--- config.mk ---
export PLATFORM = sky130hd
export DESIGN_NAME = coap_message_byte_parser_unit_flat
export DESIGN_NICKNAME = d
export VERILOG_FILES = /design/src/hdl/cmbp_pkg.sv /design/src/hdl/cmbp_in_if.sv /design/src/hdl/cmbp_out_if.sv /design/src/hdl/cmbp_res_fifo.sv /design/src/hdl/coap_message_byte_parser_unit.sv /design/src/flat_wrapper.sv
export SDC_FILE = /design/constraint.sdc
export NUM_CORES = 1
export LEC_CHECK = 0
export BUFFER_PORTS_ARGS = -buffer_cell sky130_fd_sc_hd__buf_4
export CORE_ASPECT_RATIO = 0.5
export CORE_MARGIN = 2
export CORE_UTILIZATION = 55
export CTS_CLUSTER_SIZE = 16
export DETAILED_ROUTE_END_ITERATION = 10
export HOLD_SLACK_MARGIN = 0.05
export PLACE_DENSITY = 0.81
export SETUP_SLACK_MARGIN = 0.15
export SLEW_MARGIN = 40
export SYNTH_ARGS = -nofsm -noshare
export SYNTH_HDL_FRONTEND = slang
export SYNTH_SLANG_ARGS = --single-unit
--- constraint.sdc ---
create_clock -name clk_i -period 6.48 [get_ports clk_i]
set_input_delay 0.972 -clock clk_i [delete_from_list [all_inputs] [get_ports clk_i]]
set_output_delay 0.972 -clock clk_i [all_outputs]
set_load 0.02 [all_outputs]
--- src/hdl/cmbp_pkg.sv ---
// ----------------------------------------------------------------------------
// cmbp_pkg: shared types and constants of the CoAP message byte parser
// Result item layout, result kind codes, option nibble codes and queue sizing.
// ----------------------------------------------------------------------------
package cmbp_pkg;

  // Result kinds
  typedef enum logic [2:0] {
    K_HEADER = 3'd0,
    K_TOKEN  = 3'd1,
    K_OPTHDR = 3'd2,
    K_VALUE  = 3'd3,
    K_PAYLD  = 3'd4,
    K_END    = 3'd5,
    K_ERROR  = 3'd6
  } kind_e;

  // One result item
  typedef struct packed {
    kind_e       kind;
    logic [1:0]  version;
    logic [1:0]  msg_type;
    logic [3:0]  token_len;
    logic [7:0]  code;
    logic [15:0] message_id;
    logic [15:0] option_number;
    logic [16:0] option_length;
    logic [7:0]  data_byte;
    logic        last;
  } result_t;

  // Option nibble codes and extension offsets
  localparam logic [3:0]  NIB_EXT1       = 4'd13;
  localparam logic [3:0]  NIB_EXT2       = 4'd14;
  localparam logic [3:0]  NIB_BAD        = 4'd15;
  localparam logic [16:0] EXT1_BIAS      = 17'd13;
  localparam logic [16:0] EXT2_BIAS      = 17'd269;
  localparam logic [7:0]  PAYLOAD_MARKER = 8'hFF;

  // Result queue: depth must be a power of two, at least 4
  localparam int RES_DEPTH = 4;
  localparam int RES_PTR_W = $clog2(RES_DEPTH);
  localparam int RES_CNT_W = $clog2(RES_DEPTH + 1);

endpackage

--- src/hdl/cmbp_in_if.sv ---
// ----------------------------------------------------------------------------
// cmbp_in_if: input byte channel
// valid/ready channel carrying one message byte and its end flag.
// ----------------------------------------------------------------------------
interface cmbp_in_if;
  logic       valid;
  logic       ready;
  logic [7:0] byte_value;
  logic       end_of_message;

  modport source (output valid, output byte_value, output end_of_message, input ready);
  modport sink   (input valid, input byte_value, input end_of_message, output ready);
endinterface

--- src/hdl/cmbp_out_if.sv ---
// ----------------------------------------------------------------------------
// cmbp_out_if: result channel
// valid/ready channel carrying one decoded result item.
// ----------------------------------------------------------------------------
interface cmbp_out_if;
  logic        valid;
  logic        ready;
  logic [2:0]  kind;
  logic [1:0]  version;
  logic [1:0]  msg_type;
  logic [3:0]  token_len;
  logic [7:0]  code;
  logic [15:0] message_id;
  logic [15:0] option_number;
  logic [16:0] option_length;
  logic [7:0]  data_byte;
  logic        last;

  modport source (
    output valid, output kind, output version, output msg_type, output token_len,
    output code, output message_id, output option_number, output option_length,
    output data_byte, output last, input ready
  );
  modport sink (
    input valid, input kind, input version, input msg_type, input token_len,
    input code, input message_id, input option_number, input option_length,
    input data_byte, input last, output ready
  );
endinterface

--- src/hdl/cmbp_res_fifo.sv ---
// ----------------------------------------------------------------------------
// cmbp_res_fifo: result queue
// Small register queue that takes up to two result items per cycle and
// hands out one per cycle on the result channel while the channel is ready.
// ----------------------------------------------------------------------------
module cmbp_res_fifo (
  input  logic               clk_i,
  input  logic               rst_ni,
  input  logic [1:0]         push_cnt_i,
  input  cmbp_pkg::result_t  push0_i,
  input  cmbp_pkg::result_t  push1_i,
  output logic               room_o,
  cmbp_out_if.source         out_o
);
  import cmbp_pkg::*;

  result_t                mem_q [RES_DEPTH];
  logic [RES_PTR_W-1:0]   wr_q, rd_q, wr1;
  logic [RES_CNT_W-1:0]   cnt_q;
  logic                   pop;
  result_t                head;

  assign wr1    = wr_q + RES_PTR_W'(1);
  assign pop    = out_o.valid && out_o.ready;
  assign room_o = (cnt_q <= RES_CNT_W'(RES_DEPTH - 2));
  assign head   = mem_q[rd_q];

  // Storage, written at the tail one or two entries at a time
  always_ff @(posedge clk_i) begin
    if (push_cnt_i != 2'd0) mem_q[wr_q] <= push0_i;
    if (push_cnt_i == 2'd2) mem_q[wr1]  <= push1_i;
  end

  // Pointers and fill count
  always_ff @(posedge clk_i or negedge rst_ni) begin
    if (!rst_ni) begin
      wr_q  <= '0;
      rd_q  <= '0;
      cnt_q <= '0;
    end else begin
      wr_q  <= wr_q + RES_PTR_W'(push_cnt_i);
      if (pop) rd_q <= rd_q + RES_PTR_W'(1);
      cnt_q <= cnt_q + RES_CNT_W'(push_cnt_i) - RES_CNT_W'(pop);
    end
  end

  // Head of queue drives the channel
  assign out_o.valid         = (cnt_q != '0);
  assign out_o.kind          = head.kind;
  assign out_o.version       = head.version;
  assign out_o.msg_type      = head.msg_type;
  assign out_o.token_len     = head.token_len;
  assign out_o.code          = head.code;
  assign out_o.message_id    = head.message_id;
  assign out_o.option_number = head.option_number;
  assign out_o.option_length = head.option_length;
  assign out_o.data_byte     = head.data_byte;
  assign out_o.last          = head.last;

endmodule

--- src/hdl/coap_message_byte_parser_unit.sv ---
// ----------------------------------------------------------------------------
// coap_message_byte_parser_unit: CoAP message byte parser
// Decodes header, token, options and payload of a message one byte at a time.
// ----------------------------------------------------------------------------
// Takes one message byte per clock and decodes it in the same cycle against
// the parser state; its results (at most two: the byte's own result and, on
// the end-of-message byte, an end or error result) land in a 4-entry result
// queue and appear on the result channel from the next cycle on, one result
// per cycle. The input is ready whenever the queue has room for two results,
// so one byte per cycle is taken as long as the result side keeps up; the
// single result port sets the sustained rate at one result item per cycle.
// ----------------------------------------------------------------------------
module coap_message_byte_parser_unit (
  input  logic       clk_i,
  input  logic       rst_ni,
  cmbp_in_if.sink    in_i,
  cmbp_out_if.source out_o
);
  import cmbp_pkg::*;

  typedef enum logic [3:0] {
    PH_HEADER  = 4'd0,
    PH_TOKEN   = 4'd1,
    PH_OPT     = 4'd2,
    PH_DEXT_A  = 4'd3,
    PH_DEXT_B  = 4'd4,
    PH_LEXT_A  = 4'd5,
    PH_LEXT_B  = 4'd6,
    PH_VALUE   = 4'd7,
    PH_PAYLOAD = 4'd8,
    PH_ERROR   = 4'd9
  } phase_e;

  localparam logic [1:0] HdrLastIdx = 2'd3;

  phase_e      phase_q, phase_d;
  logic [1:0]  hidx_q, hidx_d;
  logic [3:0]  tokens_q, tokens_d;
  logic [3:0]  delta_q, delta_d;
  logic [3:0]  len_q, len_d;
  logic [7:0]  ext_q, ext_d;
  logic [15:0] running_q, running_d;
  logic [16:0] vbl_q, vbl_d;
  logic [23:0] held_q, held_d;

  logic        in_fire, room;
  logic [7:0]  b;
  logic        eom;
  logic        byte_hit, end_hit, go_err, do_delta, do_len;
  logic [16:0] delta_val, len_val;
  logic [17:0] dsum;
  result_t     byte_res, end_res, res0, res1;
  logic [1:0]  push_cnt;

  assign b       = in_i.byte_value;
  assign eom     = in_i.end_of_message;
  assign in_i.ready = room;
  assign in_fire = in_i.valid && room;

  // Per-byte decode
  always_comb begin
    phase_d   = phase_q;
    hidx_d    = hidx_q;
    tokens_d  = tokens_q;
    delta_d   = delta_q;
    len_d     = len_q;
    ext_d     = ext_q;
    running_d = running_q;
    vbl_d     = vbl_q;
    held_d    = held_q;
    byte_res  = '0;
    end_res   = '0;
    byte_hit  = 1'b0;
    end_hit   = 1'b0;
    go_err    = 1'b0;
    do_delta  = 1'b0;
    do_len    = 1'b0;
    delta_val = '0;
    len_val   = '0;
    dsum      = '0;

    case (phase_q)
      PH_HEADER: begin
        if (hidx_q != HdrLastIdx) begin
          held_d = {held_q[15:0], b};
          hidx_d = hidx_q + 2'd1;
        end else begin
          byte_hit            = 1'b1;
          byte_res.kind       = K_HEADER;
          byte_res.version    = held_q[23:22];
          byte_res.msg_type   = held_q[21:20];
          byte_res.token_len  = held_q[19:16];
          byte_res.code       = held_q[15:8];
          byte_res.message_id = {held_q[7:0], b};
          tokens_d = held_q[19:16];
          hidx_d   = '0;
          held_d   = '0;
          phase_d  = (held_q[19:16] != 4'd0) ? PH_TOKEN : PH_OPT;
        end
      end
      PH_TOKEN: begin
        byte_hit           = 1'b1;
        byte_res.kind      = K_TOKEN;
        byte_res.data_byte = b;
        tokens_d = tokens_q - 4'd1;
        if (tokens_q == 4'd1) phase_d = PH_OPT;
      end
      PH_OPT: begin
        if (b == PAYLOAD_MARKER) begin
          phase_d = PH_PAYLOAD;
        end else begin
          delta_d = b[7:4];
          len_d   = b[3:0];
          if (b[7:4] == NIB_BAD || b[3:0] == NIB_BAD) begin
            go_err = 1'b1;
          end else if (b[7:4] == NIB_EXT1 || b[7:4] == NIB_EXT2) begin
            phase_d = PH_DEXT_A;
          end else begin
            do_delta  = 1'b1;
            delta_val = {13'd0, b[7:4]};
          end
        end
      end
      PH_DEXT_A: begin
        if (delta_q == NIB_EXT1) begin
          do_delta  = 1'b1;
          delta_val = {9'd0, b} + EXT1_BIAS;
        end else begin
          ext_d   = b;
          phase_d = PH_DEXT_B;
        end
      end
      PH_DEXT_B: begin
        do_delta  = 1'b1;
        delta_val = {1'b0, ext_q, b} + EXT2_BIAS;
      end
      PH_LEXT_A: begin
        if (len_q == NIB_EXT1) begin
          do_len  = 1'b1;
          len_val = {9'd0, b} + EXT1_BIAS;
        end else begin
          ext_d   = b;
          phase_d = PH_LEXT_B;
        end
      end
      PH_LEXT_B: begin
        do_len  = 1'b1;
        len_val = {1'b0, ext_q, b} + EXT2_BIAS;
      end
      PH_VALUE: begin
        byte_hit           = 1'b1;
        byte_res.kind      = K_VALUE;
        byte_res.data_byte = b;
        vbl_d = vbl_q - 17'd1;
        if (vbl_q == 17'd1) phase_d = PH_OPT;
      end
      PH_PAYLOAD: begin
        byte_hit           = 1'b1;
        byte_res.kind      = K_PAYLD;
        byte_res.data_byte = b;
      end
      default: begin
        phase_d = PH_ERROR;
      end
    endcase

    // Running option number, overflow past 16 bits is an error
    if (do_delta) begin
      dsum = {2'b00, running_q} + {1'b0, delta_val};
      if (dsum[17:16] != 2'b00) begin
        go_err = 1'b1;
      end else begin
        running_d = dsum[15:0];
        if (len_d == NIB_EXT1 || len_d == NIB_EXT2) begin
          phase_d = PH_LEXT_A;
        end else begin
          do_len  = 1'b1;
          len_val = {13'd0, len_d};
        end
      end
    end

    // Option complete: report it and move to its value bytes, if it has any
    if (do_len) begin
      byte_hit               = 1'b1;
      byte_res.kind          = K_OPTHDR;
      byte_res.option_number = running_d;
      byte_res.option_length = len_val;
      vbl_d   = len_val;
      phase_d = (len_val != 17'd0) ? PH_VALUE : PH_OPT;
    end

    if (go_err) begin
      byte_hit = 1'b1;
      byte_res = '0;
      byte_res.kind = K_ERROR;
      phase_d  = PH_ERROR;
    end

    // End of message closes it and restarts the parser
    if (eom) begin
      if (phase_d == PH_OPT || phase_d == PH_PAYLOAD) begin
        end_hit      = 1'b1;
        end_res.kind = K_END;
      end else if (phase_d != PH_ERROR) begin
        end_hit      = 1'b1;
        end_res.kind = K_ERROR;
      end
      phase_d   = PH_HEADER;
      hidx_d    = '0;
      tokens_d  = '0;
      delta_d   = '0;
      len_d     = '0;
      ext_d     = '0;
      running_d = '0;
      vbl_d     = '0;
      held_d    = '0;
    end

    end_res.last  = 1'b1;
    byte_res.last = !end_hit;
  end

  // Order the results of this byte for the queue
  always_comb begin
    res0 = byte_hit ? byte_res : end_res;
    res1 = end_res;
    push_cnt = in_fire ? ({1'b0, byte_hit} + {1'b0, end_hit}) : 2'd0;
  end

  // Parser state
  always_ff @(posedge clk_i or negedge rst_ni) begin
    if (!rst_ni) begin
      phase_q   <= PH_HEADER;
      hidx_q    <= '0;
      tokens_q  <= '0;
      delta_q   <= '0;
      len_q     <= '0;
      ext_q     <= '0;
      running_q <= '0;
      vbl_q     <= '0;
      held_q    <= '0;
    end else if (in_fire) begin
      phase_q   <= phase_d;
      hidx_q    <= hidx_d;
      tokens_q  <= tokens_d;
      delta_q   <= delta_d;
      len_q     <= len_d;
      ext_q     <= ext_d;
      running_q <= running_d;
      vbl_q     <= vbl_d;
      held_q    <= held_d;
    end
  end

  cmbp_res_fifo u_res_fifo (
    .clk_i      (clk_i),
    .rst_ni     (rst_ni),
    .push_cnt_i (push_cnt),
    .push0_i    (res0),
    .push1_i    (res1),
    .room_o     (room),
    .out_o      (out_o)
  );

`ifndef ASSERT_OFF
  // A byte that ends the message always restarts the parser
  a_eom_restart: assert property (@(posedge clk_i) disable iff (!rst_ni)
    in_fire && eom |=> phase_q == PH_HEADER)
    else $error("parser not back in header phase after end of message");

  // The second result of a byte can only close the message
  a_second_is_end: assert property (@(posedge clk_i) disable iff (!rst_ni)
    push_cnt == 2'd2 |-> (res1.kind == K_END || res1.kind == K_ERROR))
    else $error("second result of a byte is not an end result");

  // End and error results are always the last of their byte
  a_end_is_last: assert property (@(posedge clk_i) disable iff (!rst_ni)
    out_o.valid && (out_o.kind == K_END || out_o.kind == K_ERROR) |-> out_o.last)
    else $error("end or error result without last flag");
`endif

endmodule
--- src/flat_wrapper.sv ---
// flat-port wrapper written by rule: the top's interface ports become plain ports
module coap_message_byte_parser_unit_flat import cmbp_pkg::*;
  (clk_i, rst_ni, in_i_valid, in_i_byte_value, in_i_end_of_message, in_i_ready, out_o_valid, out_o_kind, out_o_version, out_o_msg_type, out_o_token_len, out_o_code, out_o_message_id, out_o_option_number, out_o_option_length, out_o_data_byte, out_o_last, out_o_ready);
  cmbp_in_if in_i_i ();
  cmbp_out_if out_o_i ();
  input  logic clk_i;
  input  logic rst_ni;
  input wire logic [$bits(in_i_i.valid)-1:0] in_i_valid;
  input wire logic [$bits(in_i_i.byte_value)-1:0] in_i_byte_value;
  input wire logic [$bits(in_i_i.end_of_message)-1:0] in_i_end_of_message;
  output wire logic [$bits(in_i_i.ready)-1:0] in_i_ready;
  output wire logic [$bits(out_o_i.valid)-1:0] out_o_valid;
  output wire logic [$bits(out_o_i.kind)-1:0] out_o_kind;
  output wire logic [$bits(out_o_i.version)-1:0] out_o_version;
  output wire logic [$bits(out_o_i.msg_type)-1:0] out_o_msg_type;
  output wire logic [$bits(out_o_i.token_len)-1:0] out_o_token_len;
  output wire logic [$bits(out_o_i.code)-1:0] out_o_code;
  output wire logic [$bits(out_o_i.message_id)-1:0] out_o_message_id;
  output wire logic [$bits(out_o_i.option_number)-1:0] out_o_option_number;
  output wire logic [$bits(out_o_i.option_length)-1:0] out_o_option_length;
  output wire logic [$bits(out_o_i.data_byte)-1:0] out_o_data_byte;
  output wire logic [$bits(out_o_i.last)-1:0] out_o_last;
  input wire logic [$bits(out_o_i.ready)-1:0] out_o_ready;
  assign in_i_i.valid = in_i_valid;
  assign in_i_i.byte_value = in_i_byte_value;
  assign in_i_i.end_of_message = in_i_end_of_message;
  assign in_i_ready = in_i_i.ready;
  assign out_o_valid = out_o_i.valid;
  assign out_o_kind = out_o_i.kind;
  assign out_o_version = out_o_i.version;
  assign out_o_msg_type = out_o_i.msg_type;
  assign out_o_token_len = out_o_i.token_len;
  assign out_o_code = out_o_i.code;
  assign out_o_message_id = out_o_i.message_id;
  assign out_o_option_number = out_o_i.option_number;
  assign out_o_option_length = out_o_i.option_length;
  assign out_o_data_byte = out_o_i.data_byte;
  assign out_o_last = out_o_i.last;
  assign out_o_i.ready = out_o_ready;
  coap_message_byte_parser_unit u_core (.clk_i(clk_i), .rst_ni(rst_ni), .in_i(in_i_i), .out_o(out_o_i));
endmodule
==> summary.txt, run 1 <==
Run status
  • Outcome: completed

Global route
  • Number of global-route vias before repair: ~15000
  • GRT met3 Usage: approximately 5.8%
  • Busiest layer in global routing: met2
  • First-pass GRT wire length: between 70000 and 80000 um
  • GRT met1 Usage: 38.6%
  • Initial antenna violation count: 2
  • Largest net degree at the start of global routing: 56
  • Total track usage: 29.2%
  • Gr ovfl total: 0
  • GR Util met2: between 40% and 50%

Layout
  • N_diodes: 0
  • Storage element area: 8550 um^2
  • Commonest non-fill, non-tap cell in the layout: nand2_1
  • Util after Layout: 64.3%
  • Layout cells sized above 1: between 15 and 20%
  • Multi-input logic area: 8800 um^2
  • Commonest non-fill, non-tap cells in the layout: nand2_1, dfxtp_1, o21ai_0
  • Layout fillers: approximately 2400
  • Layout overhead on the synthesized area: 14.7%
  • Final Net Count: 1946

Logic synthesis
  • Post-synth cell types: between 80 and 90
  • Cell Area, Synth: approximately 18000 um^2
  • Ys async rst share: between 20% and 30%
  • Share of the synthesized area in the top cell type: between 30% and 40%
  • #FFs+latches synth: 398
  • Largest area contributor in the netlist: dfxtp_1
  • Ys flop type: dfxtp_1
  • Avg Inst Size Synth: ~9.7 um^2
  • Syn Nets: 1883
  • Area contributors post-synth: dfxtp_1, dfrtp_1, mux4_2, o21ai_0, nand2_1
  • Post-Synthesis Cells: around 1800
  • Sequential-to-total area share from yosys stat: 47.8%
  • Ys Warns: 0
  • Number of flops mapped to enable cells by yosys: 12

CTS
  • Clock-pin slew on the worst setup and hold paths: about 60 ps
  • CTS H-Tree Depth: 2
  • Clock latency on the worst-skew pair: 550 ps
  • Sink Count: between 300 and 400
  • Inserted Clock Buffers: 36
  • CTS tree: done
  • CTS Hold Bufs: 0
  • Clock root buffer: clkbuf_16
  • Clock Path Buffers: 3

Route
  • Drt drc: 0
  • Final ANT Viol Nets: 0
  • Drt wl/cell: 21.1 um
  • Pre-antenna DRT Iters: 5
  • Final wirelength: 49900 um
  • DR iter-0 viols: between 1500 and 2000
  • Vias/cell: approximately 6.4
  • Via Count: 15002

Pwr
  • Maximum vdd drop: 221 uV
  • Pwr/cell area: a little over 400 nW/um^2
  • Leakage power: ~8 nW
  • Overall Power: 8.50 mW

Floorplanning
  • Core area: between 30000 and 40000 um^2
  • # IOs: 92
  • Die X: 259 um
  • Starting Density: roughly 56%
  • Die ar.: about 34000 um^2
  • Rows: 46
  • Chip Height: roughly 130 um

Job
  • Max-cap violations: 0

Timing
  • Final hold viol count: 0
  • Setup Skew: between 20 and 30 ps
  • Final Cycle Share: 94.2%
  • Max-slew violation count: 0
  • Fmax: about 160 MHz
  • # setup viols final: 0
  • Minimum clock period: around 6100 ps
  • RSZ-0062 raised after global routing: false
  • Relative slew slack: a little under half
  • Worst-Margin Slew: approximately 800 ps

Place
  • Final RePlAce weighted congestion: 0.941
  • I/O Buffers: 91
  • Post-DP HPWL: approximately 32000 um

Hold path
  • Hold Path Class: in2async

Setup path
  • Worst EP required: 6900 ps
  • Worst path arrival time: ~6500 ps
  • CP startpoint kind: input pin
  • Worst Path Max Fanout: 39
  • Setup CP Type: in2reg
  • CP Capture Type: register
-- registers in the layout (all words and copies together), names as in the netlist --
| register | flops |
|---|---|
| u_core.running_q | 16 |
| u_core.ext_q | 8 |
| u_core.u_res_fifo.rd_q | 2 |
| u_core.hidx_q | 2 |
| u_core.len_q | 4 |
| u_core.held_q | 24 |
| u_core.tokens_q | 4 |
| u_core.u_res_fifo.mem_q | 308 |
| u_core.vbl_q | 17 |
| u_core.u_res_fifo.wr_q | 2 |
| u_core.phase_q | 4 |
| u_core.delta_q | 4 |
| u_core.u_res_fifo.cnt_q | 3 |
-- critical path, stage by stage --
cell       delay [ps]
buf_4             110
ha_1              200
and3_1            200
ha_1              210
inv_1              80
o2111a_2          210
nand2_1            60
o21ai_0            90
ha_2              210
inv_1              60
fa_1              410
nand2b_1          190
a21o_1            190
a211o_1           340
nand2_1           130
buf_4             150
o2111ai_4         140
a221oi_4          340
o221ai_2          160
o31ai_2           290
nand3_1           140
inv_1              80
ha_1              260
or4_4             520
and2_2            250
buf_12            180
a22o_1            280
-- Yosys cell counts, types with 6 or more instances --
master / number
dfrtp_1: 90
o22ai_1: 18
nand3_1: 19
nand2_1: 350
xnor2_1: 21
nand4_1: 8
clkbuf_1: 99
o21ai_1: 7
buf_1: 18
nor4_1: 6
inv_1: 34
a31oi_1: 9
o211ai_1: 6
xor2_1: 11
a21oi_1: 65
nand2b_1: 14
nor2_1: 70
a21o_1: 7
and2_1: 11
buf_2: 9
mux4_2: 77
dfxtp_1: 296
or3_1: 13
nor2b_1: 6
ha_1: 29
edfxtp_1: 12
o41ai_1: 6
and3_1: 9
a22o_1: 122
o21ai_0: 272
nor3_1: 18
-- layer usage --
metal / wire [um] / share of wire [%] / up-vias
li1: - / - / 6789
met1: 20500 / 41 / 7326
met2: 23500 / 47 / 758
met3: 4190 / 8.4 / 127
met4: 1650 / 3.3 / 2
met5: 13 / 0.026 / -
-- cell families after synthesis --
kind of cell | Yosys count | share of synthesized area, %
AND/OR/NAND/NOR | 560 | 14.1
adder cells (fa/ha/maj) | 31 | 2.26
XOR/XNOR | 32 | 1.57
flip-flops | 398 | 47.8
AO/OA/AOI/OAI | 571 | 20.5
buffers and inverters | 165 | 3.66
multiplexers | 82 | 10.0
-- worst paths after layout --
| path | startpoint | endpoint | slack (ps) | cells after the start |
|---|---|---|---|---|
| min reg2reg | u_core.u_res_fifo.mem_q[0][48] | u_core.u_res_fifo.mem_q[0][48] | 450 | 2 |
| min | rst_ni | u_core.ext_q[4] | 400 | 1 |
| max | in_i_byte_value[0] | u_core.u_res_fifo.mem_q[1][29] | 380 | 27 |
| max in group asynchronous | rst_ni | u_core.u_res_fifo.rd_q[1] | 4860 | 2 |
| max reg2reg | u_core.phase_q[3] | u_core.u_res_fifo.mem_q[1][29] | 450 | 23 |
| min in group clk_i | u_core.u_res_fifo.mem_q[0][48] | u_core.u_res_fifo.mem_q[0][48] | 450 | 2 |
-- area by class of cell --
cell class	count	area share, %
repair buffers	155	6.33
clock inverters	12	0.611
clock buffers	52	5.05
well taps	432	2.64
flip-flops and latches	398	41.7
multi-input cells	1276	43.0
inverters	35	0.641
-- stage by stage --
| step | hold slack [ps] | instance area (um^2) | setup slack [ps] | std cells | TNS, ps |
|---|---|---|---|---|---|
| 6_report | 400 | 20500 | 376 | 2360 | 0 |
| 3_3_place_gp | 428 | 19200 | -31.6 | 2294 | -985 |
| 3_5_place_dp | 438 | 19200 | -141 | 2294 | -8590 |
| 5_1_grt | 426 | 20500 | 161 | 2360 | 0 |
| 2_1_floorplan | 420 | 17900 | 160 | 1839 | 0 |
| 4_1_cts | 406 | 20400 | 350 | 2358 | 0 |
-- repair_timing --
action,in CTS,in global routing
endpoints found under the setup margin,0,311
buffers inserted,0,2
gates resized for setup,0,12
-- report_power, final --
group	total, mW	leakage [nW]	switching [mW]	internal [mW]
combinational	3.01	3.75	1.83	1.18
clock	2.15	0.571	0.945	1.20
sequential	3.35	3.70	0.462	2.88
total	8.50	8.03	3.23	5.27
Note: power is estimated with default switching activity, not from simulation.
==> run 2, diff against run 1 <==
--- a/config.mk
+++ b/config.mk
@@ -5,6 +5,7 @@
 export SDC_FILE = /design/constraint.sdc
 export NUM_CORES = 1
 export LEC_CHECK = 0
+export ABC_AREA = 1
 export BUFFER_PORTS_ARGS = -buffer_cell sky130_fd_sc_hd__buf_4
 export CORE_ASPECT_RATIO = 0.5
 export CORE_MARGIN = 2
==> run 2 against run 1 <==
Synthesized area is 1.8% higher. First-iteration DRC count is 30% higher. Sequential power hardly changed. Clock-buffer cell count is 5 higher. Clock skew is 7.4 ps lower.
==> summary.txt, run 2 <==
Place
  • I/O Buffers: 91 (unchanged)
  • Post-DP HPWL: 34600 um (was 32200 um)
  • Place WS: 72.4 ps (was -141 ps)
  • Final RePlAce weighted congestion: 1.01 (was 0.941)

Route
  • Via Count: 17402 (was 15002)
  • DR iter-0 viols: 2030 (was 1557)
  • Final ANT Viol Nets: 0 (unchanged)
  • Final wirelength: 54100 um (was 49900 um)
  • Vias/cell: 5.92 (was 6.36)
  • Drt drc: 0 (unchanged)
  • Drt wl/cell: 18.4 um (was 21.1 um)
  • Pre-antenna DRT Iters: 5 (unchanged)

Logic synthesis
  • Post-Synthesis Cells: 2445 (was 1839)
  • Largest area contributor in the netlist: dfxtp_1 (unchanged)
  • Area contributors post-synth: dfxtp_1, o21ai_0, dfrtp_1, nand2_1, nor2_1 (was dfxtp_1, dfrtp_1, mux4_2, o21ai_0, nand2_1)
  • Cell Area, Synth: 18200 um^2 (was 17800 um^2)
  • Number of flops mapped to enable cells by yosys: 12 (unchanged)
  • Post-synth cell types: 48 (was 87)
  • Most common cell in the netlist: nand2_1 (unchanged)
  • Share of the synthesized area in the top cell type: 32.6% (was 33.2%)
  • Ys Warns: 0 (unchanged)
  • Top cells by count, synth: nand2_1, o21ai_0, dfxtp_1 (was nand2_1, dfxtp_1, o21ai_0)
  • Ys async rst share: 22.6% (unchanged)
  • Ys flop type: dfxtp_1 (unchanged)
  • Sequential-to-total area share from yosys stat: 47.0% (was 47.8%)
  • Avg Inst Size Synth: 7.43 um^2 (was 9.71 um^2)
  • #FFs+latches synth: 398 (unchanged)
  • Syn Nets: 2489 (was 1883)

Floorplanning
  • Chip Height: 133 um (was 131 um)
  • Starting Density: 56.6% (was 56.1%)
  • Core area: 32100 um^2 (was 31800 um^2)
  • Die ar.: 34600 um^2 (was 34000 um^2)
  • # IOs: 92 (unchanged)
  • Die X: 261 um (was 259 um)
  • Rows: 46 (unchanged)

Pwr
  • Pwr/cell area: 524 nW/um^2 (was 415 nW/um^2)
  • Overall Power: 10.8 mW (was 8.50 mW)
  • Leakage power: 8.59 nW (was 8.03 nW)
  • Maximum vdd drop: 260 uV (was 221 uV)

Global route
  • GRT met3 Usage: 7.18% (was 5.83%)
  • Number of global-route vias before repair: 15827 (was 14743)
  • Gr ovfl total: 0 (unchanged)
  • Initial antenna violation count: 1 (was 2)
  • Busiest layer in global routing: met1 (was met2)
  • GRT met1 Usage: 45.3% (was 38.6%)
  • Largest net degree at the start of global routing: 94 (was 56)
  • GR Util met2: 44.8% (was 47.8%)
  • First-pass GRT wire length: 85400 um (was 79700 um)
  • Total track usage: 30.7% (was 29.2%)

Run status
  • Outcome: completed (unchanged)

CTS
  • CTS tree: done (unchanged)
  • Clock latency on the worst-skew pair: 540 ps (was 550 ps)
  • CTS H-Tree Depth: 2 (unchanged)
  • CTS resizes: 0 (unchanged)
  • Clock root buffer: clkbuf_16 (unchanged)
  • Post-CTS setup buffers: 0 (unchanged)
  • Clock-pin slew on the worst setup and hold paths: 60 ps (about the same)
  • Sink Count: 398 (unchanged)
  • Clock Path Buffers: 3 (unchanged)
  • Inserted Clock Buffers: 36 (unchanged)
  • CTS Hold Bufs: 0 (unchanged)

Setup path
  • Crit path largest cell delay: 420 ps (was 520 ps)
  • CP most frequent cell: nand2_1
  • Setup CP Type: in2reg (unchanged)
  • Worst EP required: 6870 ps (was 6900 ps)
  • CP startpoint kind: input pin (unchanged)
  • Worst path arrival time: 6320 ps (was 6530 ps)
  • CP Capture Type: register (unchanged)
  • Worst Path Max Fanout: 37 (was 39)
  • Slowest CP cell: fa_1 (was or4_4)

Timing
  • Fmax: 169 MHz (was 164 MHz)
  • # setup viols final: 0 (unchanged)
  • Max-slew violation count: 0 (unchanged)
  • RSZ-0062 raised after global routing: true (was false)
  • Final hold viol count: 0 (unchanged)
  • Relative slew slack: 38.7% (was 46.2%)
  • Setup Skew: 17.7 ps (was 25.1 ps)
  • Minimum clock period: 5930 ps (was 6100 ps)
  • Setup ws final: 547 ps (was 376 ps)
  • Final Cycle Share: 91.6% (was 94.2%)
  • Setup TNS: 0 ps (unchanged)
  • Worst-Margin Slew: 919 ps (was 800 ps)
  • Hold slack: 454 ps (was 400 ps)

Layout
  • Commonest non-fill, non-tap cells in the layout: nand2_1, o21ai_0, dfxtp_1 (was nand2_1, dfxtp_1, o21ai_0)
  • Util after Layout: 64.2% (was 64.3%)
  • Layout overhead on the synthesized area: 13.4% (was 14.7%)
  • Largest Register: u_core.u_res_fifo.mem_q (unchanged)
  • Biggest regs: u_core.u_res_fifo.mem_q: 308 flops, u_core.held_q: 24 flops, u_core.vbl_q: 17 flops (unchanged)
  • Layout fillers: 2743 (was 2401)
  • Final Net Count: 2527 (was 1946)
  • Multi-input logic area: 8520 um^2 (was 8800 um^2)
  • Max reg flops: 308 (unchanged)
  • Storage element area: 8540 um^2 (was 8550 um^2)
  • Layout cells sized above 1: 10.8% (was 17.7%)
  • Commonest non-fill, non-tap cell in the layout: nand2_1 (unchanged)
  • N_diodes: 0 (unchanged)

Hold path
  • Hold Path Class: reg2reg (was in2async)

Job
  • Max-cap violations: 0 (unchanged)
==> run 2: changes by cell type in the layout (fill, tap and decap cells not counted), moves of 85 or more <==
cell,previous run,this run
o21ai_0,272,528
o22ai_1,18,103
nor2_1,63,238
nand2_1,350,596
a22o_1,122,0
inv_1,34,144
==> run 2: cell families (layout without fill, tap and decap cells) <==
kind of cell / Yosys count / in the layout / share of synthesized area, %
compound gates: 705 / 705 / 20.6
flops: 398 / 398 / 47.0
fa+ha+maj: 31 / 31 / 2.22
xor+xnor: 41 / 41 / 1.98
simple gates: 969 / 969 / 21.9
buf+inv: 301 / 366 / 6.28
==> run 2: critical path: cells and delay by family <==
family / cells / cell delay (ps)
and+or+nand+nor: 25 / 2430
AOI/OAI and AO/OA: 3 / 500
adders and majority gates: 5 / 1210
buffers and inverters: 11 / 1160
==> run 2: power breakdown <==
part           leakage, nW  internal, mW  total, mW  switching [mW]
clock                0.630          1.31       2.28           0.973
combinational         4.26          1.70       5.15            3.45
sequential            3.70          3.00       3.37           0.368
total                 8.59          6.01       10.8            4.79
==> run 2: routing by layer <==
layer	vias to the layer above	part of all wire, %
li1	8202	-
met1	8200	44
met2	895	42
met3	105	11
met4	0	2.5
met5	-	0
==> run 2: area by class of cell <==
type                    count  area share, %
clock buffers              57           5.75
inverters                 164           3.03
multi-input cells        1746           41.3
clock inverters             8          0.401
repair buffers            137           5.43
well taps                 432           2.62
flip-flops and latches    398           41.4
==> run 2: per-stage QoR <==
| step | std cells | instance area [um^2] |
|---|---|---|
| 3_3_place_gp | 2876 | 19300 |
| 6_report | 2942 | 20600 |
| 4_1_cts | 2941 | 20600 |
| 3_5_place_dp | 2876 | 19300 |
| 2_1_floorplan | 2445 | 18200 |
| 5_1_grt | 2942 | 20600 |
==> run 2: worst paths after layout <==
kind / slack, ps / startpoint / cells past startpoint / to
setup / recovery: 550 / in_i_byte_value[0] / 44 / u_core.u_res_fifo.mem_q[3][28]
min in group asynchronous: 470 / rst_ni / 1 / u_core.vbl_q[4]
max in group asynchronous: 4870 / rst_ni / 2 / u_core.u_res_fifo.rd_q[0]
setup reg to reg: 790 / u_core.phase_q[3] / 41 / u_core.u_res_fifo.mem_q[3][28]
hold reg to reg: 450 / u_core.u_res_fifo.mem_q[1][57] / 2 / u_core.u_res_fifo.mem_q[1][57]
hold / removal: 450 / u_core.u_res_fifo.mem_q[1][57] / 2 / u_core.u_res_fifo.mem_q[1][57]
==> run 3, diff against run 2 <==
--- a/config.mk
+++ b/config.mk
@@ -10,6 +10,7 @@
 export CORE_ASPECT_RATIO = 0.5
 export CORE_MARGIN = 2
 export CORE_UTILIZATION = 55
+export CTS_BUF_LIST = sky130_fd_sc_hd__clkbuf_8
 export CTS_CLUSTER_SIZE = 16
 export DETAILED_ROUTE_END_ITERATION = 10
 export HOLD_SLACK_MARGIN = 0.05
==> run 3 against run 2 <==
Critical path depth did not move. Largest power group unchanged. Worst hold slack got worse by 77 ps. Clock power fell by 7%. Clock skew rose by 9.1 ps. Critical endpoint is now u_core.u_res_fifo.mem_q[2][37].
==> summary.txt, run 3 (synthesis gave the netlist of run 2 again) <==
Run status
  • Outcome: completed (unchanged)

Timing
  • Setup ws final: 583 ps (was 547 ps)
  • RSZ-0062 raised after global routing: false (was true)
  • Minimum clock period: 5900 ps (was 5930 ps)
  • Final Cycle Share: 91.0% (was 91.6%)
  • Worst-Margin Slew: 800 ps (was 919 ps)
  • Setup Skew: 26.8 ps (was 17.7 ps)
  • Setup TNS: 0 ps (unchanged)
  • Relative slew slack: 46.6% (was 38.7%)
  • Fmax: 170 MHz (was 169 MHz)
  • Max-slew violation count: 0 (unchanged)
  • # setup viols final: 0 (unchanged)
  • Final hold viol count: 0 (unchanged)

Layout
  • Largest Register: u_core.u_res_fifo.mem_q (unchanged)
  • Storage element area: 8540 um^2 (unchanged)
  • Max reg flops: 308 (unchanged)
  • Layout overhead on the synthesized area: 13.2% (was 13.4%)
  • Util after Layout: 64.1% (was 64.2%)
  • Final Net Count: 2547 (was 2527)
  • Multi-input logic area: 8520 um^2 (about the same)
  • Commonest non-fill, non-tap cell in the layout: nand2_1 (unchanged)
  • Layout cells sized above 1: 11.9% (was 10.8%)
  • Biggest regs: u_core.u_res_fifo.mem_q: 308 flops, u_core.held_q: 24 flops, u_core.vbl_q: 17 flops (unchanged)
  • Layout fillers: 2772 (was 2743)
  • N_diodes: 0 (unchanged)
  • Commonest non-fill, non-tap cells in the layout: nand2_1, o21ai_0, dfxtp_1 (unchanged)

CTS
  • Clock latency on the worst-skew pair: 630 ps (was 540 ps)
  • CTS H-Tree Depth: 2 (unchanged)
  • CTS tree: done (unchanged)
  • Clock-pin slew on the worst setup and hold paths: 70 ps (was 60 ps)
  • Clock Path Buffers: 3 (unchanged)
  • Sink Count: 398 (unchanged)
  • Inserted Clock Buffers: 55 (was 36)
  • Clock root buffer: clkbuf_8 (was clkbuf_16)

Floorplanning
  • Chip Height: 133 um (unchanged)
  • Rows: 46 (unchanged)
  • # IOs: 92 (unchanged)
  • Die ar.: 34600 um^2 (unchanged)
  • Core area: 32100 um^2 (unchanged)
  • Starting Density: 56.6% (unchanged)
  • Die X: 261 um (unchanged)

Setup path
  • Slowest CP cell: fa_1 (unchanged)
  • CP startpoint kind: input pin (unchanged)
  • Setup CP Type: in2reg (unchanged)
  • Worst Path Max Fanout: 57 (was 37)
  • CP Capture Type: register (unchanged)
  • Worst EP required: 6970 ps (was 6870 ps)
  • CP most frequent cell: nand2_1 (unchanged)
  • Worst path arrival time: 6390 ps (was 6320 ps)
  • Crit path largest cell delay: 420 ps (about the same)
  • R2R Setup Slk: 700 ps (was 790 ps)

Global route
  • Number of global-route vias before repair: 15890 (was 15827)
  • Initial antenna violation count: 0 (was 1)
  • Largest net degree at the start of global routing: 94 (unchanged)
  • First-pass GRT wire length: 85500 um (was 85400 um)
  • Gr ovfl total: 0 (unchanged)
  • Total track usage: 30.7% (about the same)

Pwr
  • Pwr/cell area: 518 nW/um^2 (was 524 nW/um^2)
  • Maximum vdd drop: 294 uV (was 260 uV)
  • Overall Power: 10.7 mW (was 10.8 mW)
  • Leakage power: 8.65 nW (was 8.59 nW)

Route
  • Vias/cell: 5.86 (was 5.92)
  • Final ANT Viol Nets: 0 (unchanged)
  • Final wirelength: 54000 um (was 54100 um)
  • Drt drc: 0 (unchanged)
  • Via Count: 17456 (was 17402)
  • Pre-antenna DRT Iters: 6 (was 5)
  • DR iter-0 viols: 1970 (was 2030)
  • Drt wl/cell: 18.1 um (was 18.4 um)

Place
  • I/O Buffers: 91 (unchanged)
  • Post-DP HPWL: 34600 um (unchanged)
  • Place WS: 72.4 ps (unchanged)
  • Final RePlAce weighted congestion: 1.01 (unchanged)

Hold path
  • Hold Path Class: in2async (was reg2reg)

Job
  • Max-cap violations: 0 (unchanged)
## run 3: cell count changes in the layout (fill, tap and decap cells not counted), moves of 2 or more
cell | before | now
bufinv_16 | 1 | 3
clkbuf_1 | 6 | 0
clkbuf_16 | 41 | 0
clkbuf_8 | 10 | 72
clkinv_2 | 4 | 13
inv_1 | 144 | 156
## run 3: area by class of cell
class,instances,share of cell area (%)
clock buffer,72,4.82
tap,432,2.63
inverter,164,3.03
clock inverter,31,1.10
timing repair buffer,138,5.52
sequential,398,41.5
multi-input combinational,1746,41.4
## run 3: what timing repair did
item | 4_1_cts | 5_1_grt
setup buffers | 0 | 0
resized for setup | 0 | 2
setup endpoints to repair | 0 | 72
endpoints found under the hold margin | 0 | 0
hold buffers | 0 | 0
## run 3: per-stage QoR
stage	instances	cell area [um^2]	hold slack, ps
floorplan	2445	18200	423
global placement	2876	19300	432
detailed placement	2876	19300	440
CTS	2979	20500	384
global route	2981	20600	408
finish	2981	20600	377
## run 3: worst max-delay path: cells and delay by family
family | cells | cell delay [ps]
compound gates | 3 | 490
buf+inv | 11 | 1200
fa+ha+maj | 5 | 1210
simple gates | 25 | 2470
## run 3: routing by layer
layer	up-vias	GRT usage [%]	wire length (um)
li1	8245	-	-
met2	860	44.1	22700
met3	106	6.88	5800
met4	0	10.0	1300
met5	-	0	0
met1	8245	45.7	24200
## run 3: final timing paths
check	start	end	cells past startpoint
worst max-delay path	in_i_byte_value[0]	u_core.u_res_fifo.mem_q[2][37]	44
worst min-delay path	rst_ni	u_core.vbl_q[7]	1
worst max register to register	u_core.phase_q[3]	u_core.u_res_fifo.mem_q[2][37]	41
worst min register to register	u_core.u_res_fifo.mem_q[2][25]	u_core.u_res_fifo.mem_q[2][25]	2
max in group asynchronous	rst_ni	u_core.u_res_fifo.rd_q[0]	2
min in group clk_i	u_core.u_res_fifo.mem_q[2][25]	u_core.u_res_fifo.mem_q[2][25]	2
## run 3: power breakdown
part | total [mW] | leakage [nW] | internal [mW] | switching, mW
Sequential | 3.37 | 3.70 | 3.00 | 0.368
Clock | 2.12 | 0.684 | 1.12 | 0.999
Combinational | 5.16 | 4.26 | 1.71 | 3.45
Total | 10.7 | 8.65 | 5.84 | 4.82
